## src/design/ffr_pkg.sv

```systemverilog
// Shared types and constants for the frame flip/rotate unit.
package ffr_pkg;

   localparam int PIXEL_W    = 32;
   localparam int BYTE_W     = 8;
   localparam int MAX_CHAN   = 4;
   localparam int CFG_DIM_W  = 9;
   localparam int CFG_CHAN_W = 3;
   localparam int CFG_MODE_W = 3;
   localparam int CSR_DATA_W = 9;
   localparam int CSR_INDEX_W = 2;

   localparam logic [CFG_DIM_W-1:0]  RESET_DIM  = CFG_DIM_W'(256);
   localparam logic [CFG_CHAN_W-1:0] RESET_CHAN = CFG_CHAN_W'(4);

   typedef enum logic {
      CMD_LOAD = 1'b0,
      CMD_READ = 1'b1
   } cmd_type;

   typedef enum logic [CFG_MODE_W-1:0] {
      ORIENT_NONE    = 3'd0,
      ORIENT_MIRROR_H = 3'd1,
      ORIENT_MIRROR_V = 3'd2,
      ORIENT_ROT90   = 3'd3,
      ORIENT_ROT180  = 3'd4,
      ORIENT_ROT270  = 3'd5
   } orient_type;

   typedef enum logic [CSR_INDEX_W-1:0] {
      CSR_FRAME_WIDTH   = 2'd0,
      CSR_FRAME_HEIGHT  = 2'd1,
      CSR_CHANNEL_COUNT = 2'd2,
      CSR_ORIENT_MODE   = 2'd3
   } csr_index_type;

   typedef struct packed {
      logic [CFG_DIM_W-1:0]  frame_width;
      logic [CFG_DIM_W-1:0]  frame_height;
      logic [CFG_CHAN_W-1:0] channel_count;
      logic [CFG_MODE_W-1:0] orient_mode;
   } cfg_type;

endpackage

```

## src/design/ffr_addr_gen.sv

```systemverilog
// Load and read position counters and source address generation.
module ffr_addr_gen #(
   parameter int MAX_DIM = 256,
   parameter int ADDR_W  = 16
) (
   input  logic                 clock,
   input  logic                 reset,
   input  ffr_pkg::cfg_type     cfg,
   input  logic                 restart,
   input  logic                 step,
   input  logic                 step_read,
   output logic [ADDR_W-1:0]    addr,
   output logic                 last
);

   import ffr_pkg::*;

   localparam int CW = $clog2(MAX_DIM);
   localparam int DW = $clog2(MAX_DIM + 1);
   localparam int PW = CW + DW;

   function automatic logic [DW-1:0] clamp_dim(input logic [CFG_DIM_W-1:0] v);
      if (v == '0) begin
         return DW'(1);
      end
      if (32'(v) > 32'(MAX_DIM)) begin
         return DW'(MAX_DIM);
      end
      return DW'(v);
   endfunction

   logic [ADDR_W-1:0] load_index_ff, load_index_in;
   logic [CW-1:0]     ld_col_ff, ld_col_in, ld_row_ff, ld_row_in;
   logic [CW-1:0]     out_col_ff, out_col_in, out_row_ff, out_row_in;

   logic [DW-1:0]     w_eff, h_eff, ow, oh;
   logic [CW-1:0]     w_m1, h_m1, src_c, src_r;
   logic              rot, col_end, row_end, ld_col_end, ld_row_end;
   logic [PW-1:0]     prod;
   logic [ADDR_W-1:0] read_addr;
   orient_type        mode;

   always_comb begin
      w_eff = clamp_dim(cfg.frame_width);
      h_eff = clamp_dim(cfg.frame_height);
      w_m1  = CW'(w_eff - DW'(1));
      h_m1  = CW'(h_eff - DW'(1));
      mode  = orient_type'(cfg.orient_mode);
      rot   = (mode == ORIENT_ROT90) || (mode == ORIENT_ROT270);
      ow    = rot ? h_eff : w_eff;
      oh    = rot ? w_eff : h_eff;

      col_end    = (DW'(out_col_ff) + DW'(1)) == ow;
      row_end    = (DW'(out_row_ff) + DW'(1)) == oh;
      ld_col_end = (DW'(ld_col_ff) + DW'(1)) == w_eff;
      ld_row_end = (DW'(ld_row_ff) + DW'(1)) == h_eff;

      case (mode)
         ORIENT_MIRROR_H: begin
            src_c = w_m1 - out_col_ff;
            src_r = out_row_ff;
         end
         ORIENT_MIRROR_V: begin
            src_c = out_col_ff;
            src_r = h_m1 - out_row_ff;
         end
         ORIENT_ROT90: begin
            src_c = out_row_ff;
            src_r = h_m1 - out_col_ff;
         end
         ORIENT_ROT180: begin
            src_c = w_m1 - out_col_ff;
            src_r = h_m1 - out_row_ff;
         end
         ORIENT_ROT270: begin
            src_c = w_m1 - out_row_ff;
            src_r = out_col_ff;
         end
         default: begin
            // no change, also for the two unused mode codes
            src_c = out_col_ff;
            src_r = out_row_ff;
         end
      endcase

      prod      = PW'(src_r) * PW'(w_eff);
      read_addr = ADDR_W'(prod) + ADDR_W'(src_c);
      addr      = step_read ? read_addr : load_index_ff;
      last      = col_end && row_end;
   end

   always_comb begin
      load_index_in = load_index_ff;
      ld_col_in     = ld_col_ff;
      ld_row_in     = ld_row_ff;
      out_col_in    = out_col_ff;
      out_row_in    = out_row_ff;
      if (restart) begin
         load_index_in = '0;
         ld_col_in     = '0;
         ld_row_in     = '0;
         out_col_in    = '0;
         out_row_in    = '0;
      end else if (step && step_read) begin
         if (col_end) begin
            out_col_in = '0;
            out_row_in = row_end ? '0 : out_row_ff + CW'(1);
         end else begin
            out_col_in = out_col_ff + CW'(1);
         end
      end else if (step) begin
         load_index_in = (ld_col_end && ld_row_end) ? '0 : load_index_ff + ADDR_W'(1);
         if (ld_col_end) begin
            ld_col_in = '0;
            ld_row_in = ld_row_end ? '0 : ld_row_ff + CW'(1);
         end else begin
            ld_col_in = ld_col_ff + CW'(1);
         end
      end
   end

   always_ff @(posedge clock) begin
      if (reset) begin
         load_index_ff <= '0;
         ld_col_ff     <= '0;
         ld_row_ff     <= '0;
         out_col_ff    <= '0;
         out_row_ff    <= '0;
      end else begin
         load_index_ff <= load_index_in;
         ld_col_ff     <= ld_col_in;
         ld_row_ff     <= ld_row_in;
         out_col_ff    <= out_col_in;
         out_row_ff    <= out_row_in;
      end
   end

endmodule

```

## config.mk

```make
export PLATFORM = sky130hd
export DESIGN_NAME = ffr_addr_gen
export DESIGN_NICKNAME = d
export VERILOG_FILES = /design/src/design/ffr_pkg.sv /design/src/design/ffr_addr_gen.sv
export SDC_FILE = /design/constraint.sdc
export NUM_CORES = 1
export LEC_CHECK = 0
export ABC_AREA = 1
export BUFFER_PORTS_ARGS = -buffer_cell sky130_fd_sc_hd__buf_2
export CORE_MARGIN = 8
export CORE_UTILIZATION = 55
export CTS_CLUSTER_SIZE = 30
export DETAILED_ROUTE_END_ITERATION = 12
export GPL_TIMING_DRIVEN = 0
export HOLD_SLACK_MARGIN = 0.06
export MAX_ROUTING_LAYER = met4
export PLACE_DENSITY = 0.73
export SLEW_MARGIN = 20
export SYNTH_ARGS = -nofsm -noshare
export SYNTH_HDL_FRONTEND = slang
export SYNTH_SLANG_ARGS = --single-unit
```

## constraint.sdc

```tcl
create_clock -name clock -period 8.6 [get_ports clock]
set_clock_uncertainty 0.1 [all_clocks]
set_input_delay 0.43 -clock clock [delete_from_list [all_inputs] [get_ports clock]]
set_output_delay 0.43 -clock clock [all_outputs]
set_load 0.02 [all_outputs]
```

# == Word level (Yosys, flattened, before mapping) ==
# Index checks and enable logic that the tools add are counted.
# op_classes
n_mul,1
add_sub_neg,16
bitwise_logic,1
n_eq_ne,9
mux,24
magnitude_cmp,2
n_reduce_logical,12
# op_table
operator,count
2-to-1 mux 9 bit,10
case mux 8 bit (3 select lines),2
"adder 8 x 1 -> 9 bit, second input constant",4
equality test 9 bit,4
"adder 8 x 1 -> 8 bit, second input constant",4
2-to-1 mux 16 bit,2
2-to-1 mux 8 bit,4
subtractor 8 bit,4
"> comparator 9 bit, second input constant",2
zero test 9 bit,2
"adder 16 x 1 -> 16 bit, second input constant",1
adder 16 x 8 -> 16 bit,1
multiplier 8 x 9 -> 16 bit,1
"subtractor 8 x 1 -> 8 bit, second input constant",2
"equality test 3 x 2 -> 1 bit, second input constant",2
"equality test 3 bit, second input constant",2
2-to-1 mux 1 bit,6
OR reduction 2 bit,3
AND reduction 2 bit,2
"equality test 3 x 1 -> 1 bit, second input constant",1
logical AND 1 bit,3
AND reduction 3 bit,1
logical OR 1 bit,1
inverter 1 bit,1
# totals
wordCells,70
register_bits,48
output_inout_bits,17

# == Longest topological paths before layout ==
# depth
word_depth,11
ltp_mapped,40

# == Worst setup path before layout ==
# Ideal clock, no wire load.
# synth_path
path_kind,input -> output
from,in cfg[0] (netlist bit)
to,out addr[12]
n_path_buf,2
slack_ps,1493
stages,30
t_arrival_ps,6577
path_cell_list,buf_2 -> inv_1 -> nand2_1 -> clkbuf_1 -> o21ai_0 -> ha_1 -> fa_1 -> inv_1 -> nand2_1 -> a21boi_0 -> o21ai_0 -> nand2_1 -> a21oi_1 -> xor2_1 -> o211ai_1 -> nand2_1 -> nor2_1 -> fa_1 -> fa_1 -> fa_1 -> inv_1 -> fa_1 -> inv_1 -> ha_1 -> nand2_1 -> nor3_1 -> a21o_1 -> a31oi_1 -> xor2_1 -> o21ai_0
# synth_between
elab_chain_len,6
word_cells_on_any_way,12
cone_classes,add/sub (1); mul (1); eq/ne (5); mux (3); reduce/logical (2)
# synth_lines
element,line_no,source
from (decl),ffr_addr_gen.sv:8,"input ffr_pkg::cfg_type cfg,"
equality test 3 bit or equality test 3 x 2 -> 1 bit (tied branches),ffr_addr_gen.sv:58,case (mode)
OR reduction 2 bit (no source line),n/a,
case mux 8 bit (3 select lines),ffr_addr_gen.sv:58,
multiplier 8 x 9 -> 16 bit,ffr_addr_gen.sv:86,prod = PW'(src_r) * PW'(w_eff);
adder 16 x 8 -> 16 bit *,ffr_addr_gen.sv:87,read_addr = ADDR_W'(prod) + ADDR_W'(src_c);
2-to-1 mux 16 bit *,ffr_addr_gen.sv:88,addr = step_read ? read_addr : load_index_ff;
to (decl),ffr_addr_gen.sv:12,"output logic [ADDR_W-1:0] addr,"
# Every way passes the cells marked *; elsewhere a longest branch is shown, timed or not.

# == Worst setup path after layout ==
# layout_path
from,in cfg[1] (netlist bit)
to,out addr[15]
# The elaborated chain is that of the path after synthesis.

==> run summary <==
CRITICAL PATH
------------------------------------------------------------------------------
Cell occurring most often along the worst timing path ...........      nand2_1
Capture instance of the worst register-to-register path ......... out_row_ff[7]
Register-to-register path setup slack ...........................      6.10 ns
Element type at the critical path end ...........................  output port
Cell depth of the worst flop-to-flop path .......................           15
Worst Path Max Fanout ...........................................           10
R2R Path Start .................................................. out_col_ff[1]
Arrival time at the worst endpoint ..............................      7.42 ns
CP startpoint kind .............................................. primary input
Cell with the largest stage delay on the worst path .............         fa_1
Crit path kind .................................................. primary input to output port
Crit path largest cell delay ....................................      0.55 ns
Required time of the critical path ..............................      8.07 ns

JOB
------------------------------------------------------------------------------
Number of max-cap violations ....................................            0

LOGIC SYNTHESIS
------------------------------------------------------------------------------
Number of distinct library cells after synthesis ................           49
Synthesized flop and latch total ................................           48
Post-synthesis net count ........................................         1342
Cell count after synthesis ......................................         1205
Combined area of all synthesized cells ..........................     7580 um2
Area share of the largest cell type after synthesis .............        0.151
Number of enable-type register cells in the synthesized netlist .            0
Leading post-synthesis cells by instance count .................. nand2_1 (305), inv_1 (220), nor2_1 (118)
Async S/R FF share, synth .......................................            0
Cell types with the largest area share after synthesis .......... nand2_1 (15%), fa_1 (13%), dfxtp_1 (13%)
Number of warnings printed during yosys synthesis ...............            0
Dominant cell type by area after synthesis ......................      nand2_1
Most frequent cell after synthesis ..............................      nand2_1
Post-synthesis sequential area ratio ............................        0.127
Top_reg_cell synth ..............................................      dfxtp_1
Mean instance size in the synthesized netlist ...................     6.29 um2

STA
------------------------------------------------------------------------------
# setup viols final .............................................            0
Min Hold Slack ..................................................     0.383 ns
RSZ-0062 raised after global routing ............................        false
Worst max-slew margin expressed relative to the limit ...........        0.294
Setup TNS Final .................................................         0 ns
F_max ...........................................................      126 MHz
Final period demand of the worst path ...........................      7.95 ns
Final hold viol count ...........................................            0
Total count of max-transition violations in the final report ....            0
Ratio of final minimum period to clock period ...................        0.924
Measured slew at the worst slew-check pin .......................      1.05 ns

DIE
------------------------------------------------------------------------------
Core region area ................................................    13700 um2
Die Height ......................................................       133 um
Width of the die ................................................       133 um
Initial Utilization .............................................        0.555
Area of the die .................................................    17800 um2
Number of top-level pins ........................................           46
Number of placement rows ........................................           43

HOLD PATH
------------------------------------------------------------------------------
Cell depth of the worst min-delay path ..........................            2
Hold EP ......................................................... ld_row_ff[3]
Hold_sp ......................................................... ld_row_ff[3]
Worst min path class ............................................ register to register

CLOCK NETWORK
------------------------------------------------------------------------------
CTS tree ........................................................         done
Number of buffers inserted by hold repair at cts ................            0
Clk buf depth ...................................................            2
Insertion delay to the later sink of the worst-skew pair ........      0.31 ns
Count of buffers added by post-CTS timing repair for setup ......            0
Number of sinks driven by the clock tree ........................           48
Reg clk slew, reported paths ....................................      0.07 ns
CTS H-Tree Depth ................................................            2
Clk root buf ....................................................    clkbuf_16
Cts repair resizes ..............................................            0
Clock buffers created by TritonCTS ..............................            5

FINISH
------------------------------------------------------------------------------
Antenna Cells ...................................................            0
Fraction of layout instances using a drive strength above 1 .....       0.0751
Finished Layout Cells ...........................................         1432
Register Area ...................................................      961 um2
Synthesis-to-finish area growth .................................        7.51%
Post-layout net count ...........................................         1388
Fillers .........................................................         1373
Utilization of the core after routing ...........................        0.597
Combined area of the multi-input logic cells ....................     5640 um2
Final non-filler cell area ......................................     8150 um2

ROUTE
------------------------------------------------------------------------------
Pre-antenna DRT Iters ...........................................            5
Via density per instance ........................................         5.41
Routed via count ................................................         7753
Total Routed Length .............................................      22.2 mm
Routed len/inst .................................................      15.5 um
Final antenna-violating net count ...............................            0
Initial drt markers .............................................          757
Post-route DRC ..................................................            0

PWR
------------------------------------------------------------------------------
Pwr/cell area ...................................................   117 nW/um2
Worst-case vdd ir drop ..........................................       125 uV
Pleak ...........................................................      4.20 nW

STATUS
------------------------------------------------------------------------------
Outcome ......................................................... finished clean

PLACED DESIGN
------------------------------------------------------------------------------
Hpwl dp .........................................................      18.3 mm
Total placed cells including tap cells ..........................         1424
Count of buffers from port buffering ............................           39
Cell area reported after detailed placement .....................     8000 um2
Final weighted congestion in routability-driven placement .......        0.992

GLOBAL ROUTE
------------------------------------------------------------------------------
First-pass GRT wire length ......................................      36.6 mm
Total congestion overflow .......................................            0
Initial antenna violation count .................................            0
Global-route total usage across every layer .....................        0.261
Largest net degree at the start of global routing ...............           17
Vias in the first global route ..................................         7335

## cells in the final DEF (no fill, tap or decap), drive strengths merged, types with 2 or more instances in the layout
cell type	synthesis	layout
nand2	312	312
inv	226	227
xnor2	14	14
o22ai	3	3
dfxtp	48	48
nor3	13	13
o21ai	69	69
or2	8	8
a21o	2	2
buf	14	53
clkinv	1	3
o211ai	4	4
a31oi	5	5
a21oi	47	47
fa	51	51
nor2	127	127
xor2	40	40
o21bai	3	3
nor4	3	3
clkbuf	11	16
and2	3	3
nand3	104	104
ha	57	57
nand4	23	23
o31ai	2	2
o221ai	8	8
## state kept, by name (all words and copies together) (netlist names)
| register | flops |
|---|---|
| load_index_ff | 16 |
| ld_col_ff | 8 |
| ld_row_ff | 8 |
| out_col_ff | 8 |
| out_row_ff | 8 |
## report_power, final
part | switching, mW | internal, mW | leakage [nW]
registers | 0.000618 | 0.223 | 0.387
clock network | 0.101 | 0.109 | 0.0742
logic | 0.340 | 0.178 | 3.74
## how the worst max path moves through the flow
stage	cells after the start	slack [ns]	start	to
after CTS	35	0.61	cfg[1]	addr[15]
after global placement	35	0.59	cfg[1]	addr[15]
final	35	0.65	cfg[1]	addr[15]
after global routing	35	0.12	cfg[2]	addr[15]
after floorplan	30	1.49	cfg[0]	addr[12]
after detailed placement	35	0.62	cfg[1]	addr[15]
## critical path, delay by kind of cell
family / cells / cell delay [ns]
compound gates: 7 / 1.27
xor+xnor: 2 / 0.35
fa+ha+maj: 7 / 3.02
buf+inv: 7 / 0.77
simple gates: 12 / 1.54
## layout make-up
type | count | area share
Multi-Input combinational cell | 905 | 0.692
Sequential cell | 48 | 0.118
Inverter | 227 | 0.105
Tap cell | 180 | 0.0276
Timing Repair Buffer | 39 | 0.0239
Buffer | 25 | 0.0157
Clock buffer | 5 | 0.0153
Clock inverter | 3 | 0.00276
## logic make-up (layout without fill, tap and decap cells)
family	after synthesis	in the layout	synth area share
fa+ha+maj	108	108	0.229
buf+inv	252	299	0.129
simple gates	595	595	0.342
compound gates	147	147	0.108
flops	48	48	0.127
xor+xnor	55	55	0.0653
## layer usage
metal	up-vias	wire length (um)	track usage
met4	0	560	0.0811
met1	3509	10100	0.348
met2	297	9750	0.390
met5	-	0	-
li1	3906	-	-
met3	41	1740	0.0531
## metrics by stage
step | total power, mW | setup slack, ns
after floorplan | 0.603 | 1.49
after global placement | 0.734 | 0.588
after detailed placement | 0.737 | 0.625
after CTS | 0.955 | 0.605
after global routing | 1.03 | 0.116
final | 0.951 | 0.655
No activity file was read; power rests on OpenSTA's default activity.
